<file path="config.mk">
export PLATFORM = sky130hd
export DESIGN_NAME = datetime_text_to_epoch_seconds_top
export DESIGN_NICKNAME = d
export VERILOG_FILES = /design/src/rtl/core/dtep_pkg.sv /design/src/rtl/core/datetime_text_to_epoch_seconds_top.sv /design/src/rtl/core/dtep_front.sv /design/src/rtl/core/dtep_queue.sv /design/src/rtl/core/dtep_back.sv
export SDC_FILE = /design/constraint.sdc
export NUM_CORES = 2
export LEC_CHECK = 0
export ABC_AREA = 1
export BUFFER_PORTS_ARGS = -buffer_cell sky130_fd_sc_hd__buf_2
export CORE_MARGIN = 1.5
export CORE_UTILIZATION = 54
export CTS_CLUSTER_DIAMETER = 200
export DETAILED_ROUTE_END_ITERATION = 12
export GPL_TIMING_DRIVEN = 1
export PLACE_DENSITY_LB_ADDON = 0.05
export SYNTH_ARGS = -nofsm -noshare
export SYNTH_HDL_FRONTEND = slang
export SYNTH_HIERARCHICAL = 1
export SYNTH_SLANG_ARGS = --single-unit
</file>
<file path="constraint.sdc">
create_clock -name clk_i -period 33.3 [get_ports clk_i]
set_input_delay 1.665 -clock clk_i [delete_from_list [all_inputs] [get_ports clk_i]]
set_output_delay 1.665 -clock clk_i [all_outputs]
set_load 0.1 [all_outputs]
</file>
<file path="src/rtl/core/dtep_pkg.sv">
// ----------------------------------------------------------------------------
// dtep_pkg: shared types and constants for datetime text to epoch seconds
// Holds the character codes, calendar constants, the per-string record
// passed from the tokenizer to the calendar unit, and the back-end states.
// ----------------------------------------------------------------------------
`default_nettype none

package dtep_pkg;

  // field limits
  localparam int unsigned MAX_FIELDS  = 6;
  localparam int unsigned FIELD_SLOTS = 6;
  localparam int unsigned CNT_W       = 3;
  localparam int unsigned QUEUE_DEPTH = 2;

  // separator and digit characters
  localparam logic [7:0]  CHAR_SPACE = 8'h20;
  localparam logic [7:0]  CHAR_COLON = 8'h3a;
  localparam logic [7:0]  CHAR_DASH  = 8'h2d;
  localparam logic [31:0] CHAR_ZERO  = 32'd48;

  // fewest fields that make a date
  localparam logic [CNT_W-1:0] MIN_FIELDS = 3'd3;

  // calendar arithmetic
  localparam int unsigned DAYS_W = 44;
  localparam int unsigned TOD_W  = 46;
  // bias that lifts floor(y/4) above zero; a multiple of 25
  localparam logic signed [32:0] DIV25_BIAS   = 33'sd1677721600;
  localparam logic [28:0]        DIV25_UNBIAS = 29'd67108864;
  // ceil(2^36 / 25) and ceil(2^19 / 5)
  localparam logic [31:0] RECIP25 = 32'd2748779070;
  localparam logic [16:0] RECIP5  = 17'd104858;
  localparam logic signed [DAYS_W-1:0] EPOCH_SHIFT = 44'sd719468;

  // one closed string, as handed to the calendar unit
  typedef struct packed {
    logic [31:0]      year;
    logic [7:0]       month;
    logic [7:0]       day;
    logic [31:0]      hour;
    logic [31:0]      minute;
    logic [31:0]      second;
    logic [CNT_W-1:0] count;
  } dtep_rec_t;

  // calendar unit sequence
  typedef enum logic [2:0] {
    ST_IDLE,
    ST_PREP,
    ST_MUL,
    ST_DAYS,
    ST_SEC
  } dtep_state_e;

endpackage

`default_nettype wire

</file>
<file path="src/rtl/core/datetime_text_to_epoch_seconds_top.sv">
// ----------------------------------------------------------------------------
// datetime_text_to_epoch_seconds_top: date or datetime text to epoch seconds
// Streams a string one character per transaction and returns one result per
// string: seconds since 1970-01-01 00:00:00, or a too-few-fields flag.
// ----------------------------------------------------------------------------
// Input channel: text_byte_i with is_last_i marking the final character,
// moved on in_valid_i high and in_stall_o low; one character per cycle.
// Output channel: epoch_seconds_o and too_few_fields_o, moved on
// out_valid_o high and out_stall_i low; one transaction per string.
// Configuration: cfg_we_i writes include_time from cfg_wdata_i (reset 1).
// A result passes from the queue via the prep, multiply, days and seconds
// steps to the output register. Characters stream at one per cycle when
// not stalled; the calendar unit takes one string at a time.
// A two-entry queue between tokenizer and calendar unit absorbs strings;
// when it is full in_stall_o rises until the calendar unit frees an entry.
// A stalled result holds in the output register, and the calendar unit
// then waits in its last step. Reset empties the queue and output and
// clears the running field value and field count.
// ----------------------------------------------------------------------------
`default_nettype none

module datetime_text_to_epoch_seconds_top #(
  parameter int unsigned MaxFields  = dtep_pkg::MAX_FIELDS,
  parameter int unsigned QueueDepth = dtep_pkg::QUEUE_DEPTH
) (
  input  wire logic        clk_i,
  input  wire logic        rst_ni,
  input  wire logic        cfg_we_i,
  input  wire logic        cfg_wdata_i,
  input  wire logic        in_valid_i,
  output logic             in_stall_o,
  input  wire logic [7:0]  text_byte_i,
  input  wire logic        is_last_i,
  output logic             out_valid_o,
  input  wire logic        out_stall_i,
  output logic [63:0]      epoch_seconds_o,
  output logic             too_few_fields_o
);

  dtep_pkg::dtep_rec_t push_rec;
  dtep_pkg::dtep_rec_t head_rec;
  logic                push;
  logic                pop;
  logic                full;
  logic                empty;

  // tokenizer
  dtep_front #(
    .MaxFields (MaxFields)
  ) u_front (
    .clk_i       (clk_i),
    .rst_ni      (rst_ni),
    .in_valid_i  (in_valid_i),
    .in_stall_o  (in_stall_o),
    .text_byte_i (text_byte_i),
    .is_last_i   (is_last_i),
    .full_i      (full),
    .push_o      (push),
    .rec_o       (push_rec)
  );

  // record queue
  dtep_queue #(
    .Depth (QueueDepth)
  ) u_queue (
    .clk_i   (clk_i),
    .rst_ni  (rst_ni),
    .push_i  (push),
    .rec_i   (push_rec),
    .pop_i   (pop),
    .full_o  (full),
    .empty_o (empty),
    .rec_o   (head_rec)
  );

  // calendar unit
  dtep_back u_back (
    .clk_i            (clk_i),
    .rst_ni           (rst_ni),
    .cfg_we_i         (cfg_we_i),
    .cfg_wdata_i      (cfg_wdata_i),
    .empty_i          (empty),
    .rec_i            (head_rec),
    .pop_o            (pop),
    .out_valid_o      (out_valid_o),
    .out_stall_i      (out_stall_i),
    .epoch_seconds_o  (epoch_seconds_o),
    .too_few_fields_o (too_few_fields_o)
  );

endmodule

`default_nettype wire

</file>
<file path="src/rtl/core/dtep_front.sv">
// ----------------------------------------------------------------------------
// dtep_front: character tokenizer
// Takes one character per cycle while the queue is not full, builds the running field value, closes
// fields on separators and on the final character, and pushes the record.
// ----------------------------------------------------------------------------
`default_nettype none

module dtep_front #(
  parameter int unsigned MaxFields = dtep_pkg::MAX_FIELDS
) (
  input  wire logic              clk_i,
  input  wire logic              rst_ni,
  input  wire logic              in_valid_i,
  output logic                   in_stall_o,
  input  wire logic [7:0]        text_byte_i,
  input  wire logic              is_last_i,
  input  wire logic              full_i,
  output logic                   push_o,
  output dtep_pkg::dtep_rec_t    rec_o
);

  localparam logic [dtep_pkg::CNT_W-1:0] MaxCnt = dtep_pkg::CNT_W'(MaxFields);

  logic [31:0]                acc_q, acc_d;
  logic [dtep_pkg::CNT_W-1:0] cnt_q, cnt_d;
  logic [31:0]                fld_q [MaxFields];
  logic [31:0]                fld_fin [MaxFields];
  logic [31:0]                slot [dtep_pkg::FIELD_SLOTS];

  logic                       accept;
  logic                       sep;
  logic [31:0]                digit;
  logic [31:0]                acc_step;
  logic                       wr1_en, wr2_en;
  logic [dtep_pkg::CNT_W-1:0] cnt1, cnt2;

  // stall input characters while the queue is full
  assign in_stall_o = full_i;
  assign accept     = in_valid_i && !full_i;

  // separator test and running value
  always_comb begin
    sep = (text_byte_i == dtep_pkg::CHAR_SPACE) || (text_byte_i == dtep_pkg::CHAR_COLON) ||
          (text_byte_i == dtep_pkg::CHAR_DASH);
    digit    = {{24{text_byte_i[7]}}, text_byte_i} - dtep_pkg::CHAR_ZERO;
    acc_step = sep ? 32'd0 : ((acc_q << 3) + (acc_q << 1) + digit);
  end

  // close on separator, then close again on the final character
  always_comb begin
    wr1_en = sep && (cnt_q < MaxCnt);
    cnt1   = cnt_q + dtep_pkg::CNT_W'(wr1_en);
    wr2_en = is_last_i && (cnt1 < MaxCnt);
    cnt2   = cnt1 + dtep_pkg::CNT_W'(wr2_en);
    for (int i = 0; i < int'(MaxFields); i++) begin
      if (wr2_en && (cnt1 == dtep_pkg::CNT_W'(i))) begin
        fld_fin[i] = acc_step;
      end else if (wr1_en && (cnt_q == dtep_pkg::CNT_W'(i))) begin
        fld_fin[i] = acc_q;
      end else begin
        fld_fin[i] = fld_q[i];
      end
    end
    acc_d = is_last_i ? 32'd0 : acc_step;
    cnt_d = is_last_i ? '0 : cnt1;
  end

  // fixed six-slot view of the fields
  for (genvar g = 0; g < int'(dtep_pkg::FIELD_SLOTS); g++) begin : g_slot
    if (g < int'(MaxFields)) begin : g_used
      assign slot[g] = fld_fin[g];
    end else begin : g_unused
      assign slot[g] = '0;
    end
  end

  // record of the closed string
  always_comb begin
    rec_o.year   = slot[0];
    rec_o.month  = slot[1][7:0];
    rec_o.day    = slot[2][7:0];
    rec_o.hour   = slot[3];
    rec_o.minute = slot[4];
    rec_o.second = slot[5];
    rec_o.count  = cnt2;
    push_o       = accept && is_last_i;
  end

  // tokenizer control state
  always_ff @(posedge clk_i or negedge rst_ni) begin
    if (!rst_ni) begin
      acc_q <= '0;
      cnt_q <= '0;
    end else if (accept) begin
      acc_q <= acc_d;
      cnt_q <= cnt_d;
    end
  end

  // field store
  always_ff @(posedge clk_i) begin
    if (accept) begin
      for (int i = 0; i < int'(MaxFields); i++) begin
        fld_q[i] <= fld_fin[i];
      end
    end
  end

endmodule

`default_nettype wire

</file>
<file path="src/rtl/core/dtep_queue.sv">
// ----------------------------------------------------------------------------
// dtep_queue: record queue between tokenizer and calendar unit
// Small first-in first-out buffer of closed strings.
// ----------------------------------------------------------------------------
`default_nettype none

module dtep_queue #(
  parameter int unsigned Depth = dtep_pkg::QUEUE_DEPTH
) (
  input  wire logic                clk_i,
  input  wire logic                rst_ni,
  input  wire logic                push_i,
  input  wire dtep_pkg::dtep_rec_t rec_i,
  input  wire logic                pop_i,
  output logic                     full_o,
  output logic                     empty_o,
  output dtep_pkg::dtep_rec_t      rec_o
);

  localparam int unsigned PtrW = $clog2(Depth);
  localparam int unsigned CntW = $clog2(Depth + 1);
  localparam logic [PtrW-1:0] LastPtr = PtrW'(Depth - 1);
  localparam logic [CntW-1:0] FullCnt = CntW'(Depth);

  dtep_pkg::dtep_rec_t mem_q [Depth];
  logic [PtrW-1:0]     wr_ptr_q, wr_ptr_d;
  logic [PtrW-1:0]     rd_ptr_q, rd_ptr_d;
  logic [CntW-1:0]     cnt_q, cnt_d;
  logic                do_push, do_pop;

  // status and head
  assign full_o  = (cnt_q == FullCnt);
  assign empty_o = (cnt_q == '0);
  assign rec_o   = mem_q[rd_ptr_q];
  assign do_push = push_i && !full_o;
  assign do_pop  = pop_i && !empty_o;

  // pointer and fill count update
  always_comb begin
    wr_ptr_d = wr_ptr_q;
    rd_ptr_d = rd_ptr_q;
    cnt_d    = cnt_q;
    if (do_push) begin
      wr_ptr_d = (wr_ptr_q == LastPtr) ? '0 : wr_ptr_q + PtrW'(1);
    end
    if (do_pop) begin
      rd_ptr_d = (rd_ptr_q == LastPtr) ? '0 : rd_ptr_q + PtrW'(1);
    end
    if (do_push && !do_pop) begin
      cnt_d = cnt_q + CntW'(1);
    end else if (do_pop && !do_push) begin
      cnt_d = cnt_q - CntW'(1);
    end
  end

  always_ff @(posedge clk_i or negedge rst_ni) begin
    if (!rst_ni) begin
      wr_ptr_q <= '0;
      rd_ptr_q <= '0;
      cnt_q    <= '0;
    end else begin
      wr_ptr_q <= wr_ptr_d;
      rd_ptr_q <= rd_ptr_d;
      cnt_q    <= cnt_d;
    end
  end

  // storage
  always_ff @(posedge clk_i) begin
    if (do_push) begin
      mem_q[wr_ptr_q] <= rec_i;
    end
  end

endmodule

`default_nettype wire

</file>
<file path="src/rtl/core/dtep_back.sv">
// ----------------------------------------------------------------------------
// dtep_back: calendar unit
// Turns one queued record into seconds since 1970 over a short sequence:
// days-from-civil with division by 25 done as a reciprocal multiply, then
// the time of day, into an output register.
// ----------------------------------------------------------------------------
`default_nettype none

module dtep_back (
  input  wire logic                clk_i,
  input  wire logic                rst_ni,
  input  wire logic                cfg_we_i,
  input  wire logic                cfg_wdata_i,
  input  wire logic                empty_i,
  input  wire dtep_pkg::dtep_rec_t rec_i,
  output logic                     pop_o,
  output logic                     out_valid_o,
  input  wire logic                out_stall_i,
  output logic [63:0]              epoch_seconds_o,
  output logic                     too_few_fields_o
);

  localparam int unsigned DaysW = dtep_pkg::DAYS_W;
  localparam int unsigned TodW  = dtep_pkg::TOD_W;

  dtep_pkg::dtep_state_e state_q, state_d;
  logic                  incl_q;
  logic                  ld_out;

  dtep_pkg::dtep_rec_t       rec_q;
  logic signed [32:0]        yp_q, yp_d;
  logic signed [32:0]        q_q, q_d;
  logic [31:0]               x_q, x_d;
  logic [15:0]               t_q, t_d;
  logic                      le2;
  logic [8:0]                mm;
  logic [63:0]               prod_q, prod_d;
  logic signed [DaysW-1:0]   y365_q, y365_d;
  logic signed [14:0]        doy_q, doy_d;
  logic [32:0]               dprod;
  logic [TodW-1:0]           tod_q, tod_d;
  logic [43:0]               h_term;
  logic [37:0]               m_term;
  logic signed [28:0]        f25;
  logic signed [DaysW-1:0]   days_q, days_d;
  logic [63:0]               d64;
  logic [63:0]               secs;
  logic                      few;
  logic                      out_valid_q;
  logic [63:0]               epoch_q;
  logic                      few_q;

  // include_time register
  always_ff @(posedge clk_i or negedge rst_ni) begin
    if (!rst_ni) begin
      incl_q <= 1'b1;
    end else if (cfg_we_i) begin
      incl_q <= cfg_wdata_i;
    end
  end

  // next state
  always_comb begin
    state_d = state_q;
    unique case (state_q)
      dtep_pkg::ST_IDLE: if (!empty_i) state_d = dtep_pkg::ST_PREP;
      dtep_pkg::ST_PREP: state_d = dtep_pkg::ST_MUL;
      dtep_pkg::ST_MUL:  state_d = dtep_pkg::ST_DAYS;
      dtep_pkg::ST_DAYS: state_d = dtep_pkg::ST_SEC;
      dtep_pkg::ST_SEC:  if (!out_valid_q || !out_stall_i) state_d = dtep_pkg::ST_IDLE;
      default:           state_d = dtep_pkg::ST_IDLE;
    endcase
  end

  // sequence controls
  always_comb begin
    pop_o  = (state_q == dtep_pkg::ST_IDLE) && !empty_i;
    ld_out = (state_q == dtep_pkg::ST_SEC) && (!out_valid_q || !out_stall_i);
  end

  always_ff @(posedge clk_i or negedge rst_ni) begin
    if (!rst_ni) begin
      state_q <= dtep_pkg::ST_IDLE;
    end else begin
      state_q <= state_d;
    end
  end

  // prep: shifted year, floor(y/4) with bias, month offset term
  always_comb begin
    le2 = (rec_q.month <= 8'd2);
    yp_d = $signed({rec_q.year[31], rec_q.year}) - (le2 ? 33'sd1 : 33'sd0);
    q_d  = yp_d >>> 2;
    x_d  = 32'(q_d + dtep_pkg::DIV25_BIAS);
    mm   = le2 ? (9'(rec_q.month) + 9'd9) : (9'(rec_q.month) - 9'd3);
    t_d  = 16'(mm) * 16'd153 + 16'd2;
  end

  // mul: reciprocal products, year times 365, time of day
  always_comb begin
    prod_d = {32'd0, x_q} * {32'd0, dtep_pkg::RECIP25};
    y365_d = DaysW'(yp_q) * 44'sd365;
    dprod  = {17'd0, t_q} * {16'd0, dtep_pkg::RECIP5};
    doy_d  = $signed({1'b0, dprod[32:19]}) + $signed({7'd0, rec_q.day}) - 15'sd1;
    h_term = {12'd0, rec_q.hour} * 44'd3600;
    m_term = {6'd0, rec_q.minute} * 38'd60;
    tod_d  = '0;
    if (incl_q) begin
      if (rec_q.count > 3'd3) tod_d = tod_d + TodW'(h_term);
      if (rec_q.count > 3'd4) tod_d = tod_d + TodW'(m_term);
      if (rec_q.count > 3'd5) tod_d = tod_d + TodW'(rec_q.second);
    end
  end

  // days: floor(y/100) and floor(y/400) from the biased quotient
  always_comb begin
    f25    = $signed({1'b0, prod_q[63:36]}) - $signed(dtep_pkg::DIV25_UNBIAS);
    days_d = y365_q + DaysW'(q_q) - DaysW'(f25) + DaysW'(f25 >>> 2) + DaysW'(doy_q)
             - dtep_pkg::EPOCH_SHIFT;
  end

  // sec: days times 86400 as shifted adds, plus time of day
  always_comb begin
    d64  = 64'(days_q);
    secs = (d64 << 16) + (d64 << 14) + (d64 << 12) + (d64 << 8) + (d64 << 7)
           + 64'(tod_q);
    few  = (rec_q.count < dtep_pkg::MIN_FIELDS);
  end

  // working registers
  always_ff @(posedge clk_i) begin
    if (pop_o) begin
      rec_q <= rec_i;
    end
    if (state_q == dtep_pkg::ST_PREP) begin
      yp_q <= yp_d;
      q_q  <= q_d;
      x_q  <= x_d;
      t_q  <= t_d;
    end
    if (state_q == dtep_pkg::ST_MUL) begin
      prod_q <= prod_d;
      y365_q <= y365_d;
      doy_q  <= doy_d;
      tod_q  <= tod_d;
    end
    if (state_q == dtep_pkg::ST_DAYS) begin
      days_q <= days_d;
    end
    if (ld_out) begin
      epoch_q <= few ? 64'd0 : secs;
      few_q   <= few;
    end
  end

  // output register
  always_ff @(posedge clk_i or negedge rst_ni) begin
    if (!rst_ni) begin
      out_valid_q <= 1'b0;
    end else if (ld_out) begin
      out_valid_q <= 1'b1;
    end else if (!out_stall_i) begin
      out_valid_q <= 1'b0;
    end
  end

  assign out_valid_o      = out_valid_q;
  assign epoch_seconds_o  = epoch_q;
  assign too_few_fields_o = few_q;

endmodule

`default_nettype wire
</file>
==> results.py <==
metrics = {
    "outcome": {
        "status": "complete, no violations",
    },
    "logic_synthesis": {
        "synth_edf_count": 881,
        "syn_nets": 11700,
        "syn-cell-area_um2": 91800,
        "ys_seq_area_share_pct": 30.0,
        "synthFlopType": "edfxtp_1",
        "syn_area_per_cell_um2": 9.58,
        "async_flop_share_pct": 4.76,
        "ys_types": 67,
        "ys_ff_latch": 925,
        "synth_warnings": 6,
        "synth_cells": 9580,
    },
    "cts": {
        "hold_buffers": 0,
        "clockBufferDepth": 3,
        "cts.sinks": 925,
        "clockRootBuffer": "clkbuf_16",
        "postCtsSetupRepairBufs": 0,
        "cts_tree": "built",
        "cts_buffers": 102,
        "cts_htree_levels": 3,
        "insertion_delay_ns": 0.79,
        "clkTransAtPathRegs_ns": 0.06,
        "cts_resized": 0,
    },
    "setup_path": {
        "crit_type": "flop to flop",
        "cp-start-kind": "flop",
        "path_common_cell": "nand2_1",
        "critPathCaptureType": "flop",
        "cp.required_ns": 33.80,
        "cp_slowest_stage_delay_ns": 0.54,
        "path_max_fanout": 6,
        "crit_path_top_delay_cell": "fa_1",
        "cp_data_arrival_time_ns": 8.13,
    },
    "cells_and_area": {
        "drive_gt1_share_pct": 4.21,
        "filler_cell_count": 15100,
        "layout.nets": 11800,
        "final_cell_mix": "inv_1, nand2_1, ha_1",
        "layout_commonest_cell": "inv_1",
        "syn_to_final_growth_pct": 7.01,
    },
    "timing": {
        "hold_viol_final": 0,
        "setup_viol": 0,
        "max_slew.worst_pin.slew_ns": 1.43,
        "hold_slack_ns": 0.459,
        "finClkSkew_ns": 0.0932,
        "relSlewSlack_pct": 4.48,
        "finalSetupTns_ns": 0,
        "rsz0062_at_grt": "false",
        "period_minus_slack_ns": 7.63,
        "max_freq_mhz": 131,
        "period_share_pct": 22.9,
        "drv_slew": 0,
    },
    "grt": {
        "antenna_found_initial": 15,
        "grt_pass1_wl_mm": 417,
        "grt_pass1_vias": 67600,
        "grt-ovfl-total": 0,
        "grt_max_degree": 146,
        "grt_usage_pct": 32.4,
    },
    "floorplan": {
        "rows": 151,
        "die_w_um": 415,
        "die_h_um": 415,
        "dieArea_um2": 172000,
        "start_util_pct": 54.3,
        "coreArea_um2": 169000,
        "io_pins": 82,
    },
    "drt": {
        "ant_nets": 0,
        "drc": 0,
        "vias": 66900,
        "dr.first_iter.drc_count": 5997,
        "drt-total-wl_mm": 277,
        "vias_per_cell": 5.58,
        "wl_per_cell_um": 23.1,
        "first_pass_iters": 6,
    },
    "placement": {
        "post-dp-hpwl_mm": 231,
        "gp_congestion": 1.00,
        "port_buffers": 81,
    },
    "run": {
        "cap_violations": 0,
    },
    "hold_path": {
        "min_path_type": "flop to flop",
    },
}
synthesized netlist by cell type, types with 71 or more instances:
library cell / instances / area, um^2
xnor2_1: 91 / 797
nand4_1: 98 / 613
edfxtp_1: 881 / 26500
o21ai_0: 397 / 1990
a31oi_1: 71 / 444
nand2_1: 1814 / 6810
o211ai_1: 133 / 998
nand3_1: 203 / 1020
inv_1: 1833 / 6880
ha_1: 1102 / 13800
xor2_1: 168 / 1470
a21oi_1: 541 / 2710
nor2_1: 542 / 2030
fa_1: 1029 / 20600
logic make-up (layout without fill, tap and decap cells):
logic type / after synthesis / in the layout / synth area share (%)
DFF: 925 / 925 / 30.0
and+or+nand+nor: 2892 / 2892 / 13.0
AOI/OAI and AO/OA: 1401 / 1401 / 8.73
buffers and inverters: 1971 / 2166 / 8.29
other: 1 / 5 / 0.00409
xor gates and xnor gates: 259 / 259 / 2.47
adders and majority gates: 2131 / 2131 / 37.5
worst paths after layout:
kind	depth (start not counted)	startpoint	slack [ns]	end
max	40	u_back/rec_q[68]	25.67	u_back/tod_q[40]
min	2	u_queue/mem_q[1][24]	0.46	u_back/rec_q[24]
max in group asynchronous	2	rst_ni	31.70	u_queue/rd_ptr_q
max reg2reg	40	u_back/rec_q[68]	25.67	u_back/tod_q[40]
min reg2reg	2	u_queue/mem_q[1][24]	0.46	u_back/rec_q[24]
min in group asynchronous	2	rst_ni	1.05	u_queue/wr_ptr_q
final cells by class:
class | instances | area (um^2) | area share, %
well taps | 2218 | 2780 | 2.83
inverters | 1848 | 6940 | 7.07
flip-flops and latches | 925 | 27600 | 28.1
multi-input cells | 6684 | 56700 | 57.7
clock buffers | 130 | 2700 | 2.75
clock inverters | 63 | 792 | 0.806
diodes | 4 | 10.0 | 0.0102
repair buffers | 125 | 761 | 0.775
through the flow:
step                      setup slack (ns)  utilization, %  area (um^2)  std cells
final                                25.67            58.1        98200      12000
after global routing                 25.14            58.1        98200      12000
after CTS                            25.78            58.1        98200      12000
after detailed placement             25.76            56.0        94700      11800
after global placement               25.80            56.0        94700      11800
after floorplan                      20.04               -        91800       9580
critical path: cells and delay by family (launching register included):
family,cells,cell delay (ns)
compound gates,7,1.31
xor+xnor,1,0.17
simple gates,21,2.40
buf+inv,4,0.30
fa+ha+maj,7,2.79
flops,1,0.45
state kept, by name, indices dropped and copies added, names as in the netlist, 3 cells and up:
name and cells:
u_queue/mem_q 294, u_front/fld_q 144, u_front/acc_q 32, u_back/y365_q 43, u_back/x_q 6, u_back/rec_q 147
u_back/state_q 3, u_back/tod_q 46, u_back/prod_q 28, u_back/t_q 16, u_back/doy_q 15, u_back/yp_q 33
u_front/cnt_q 3, u_back/days_q 44, u_back/epoch_seconds_o 64
per-layer routing:
| metal | global-route usage, % | routed length [um] | vias to the layer above |
|---|---|---|---|
| met2 | 50.7 | 126000 | 2195 |
| li1 | - | - | 31600 |
| met5 | 0.722 | 254 | - |
| met4 | 11.9 | 11600 | 12 |
| met3 | 7.80 | 23300 | 445 |
| met1 | 43.8 | 116000 | 32700 |
Power is left out: the tool's default activity adds up to more than one toggle a clock period on the data nets, which glitch-free logic cannot reach.
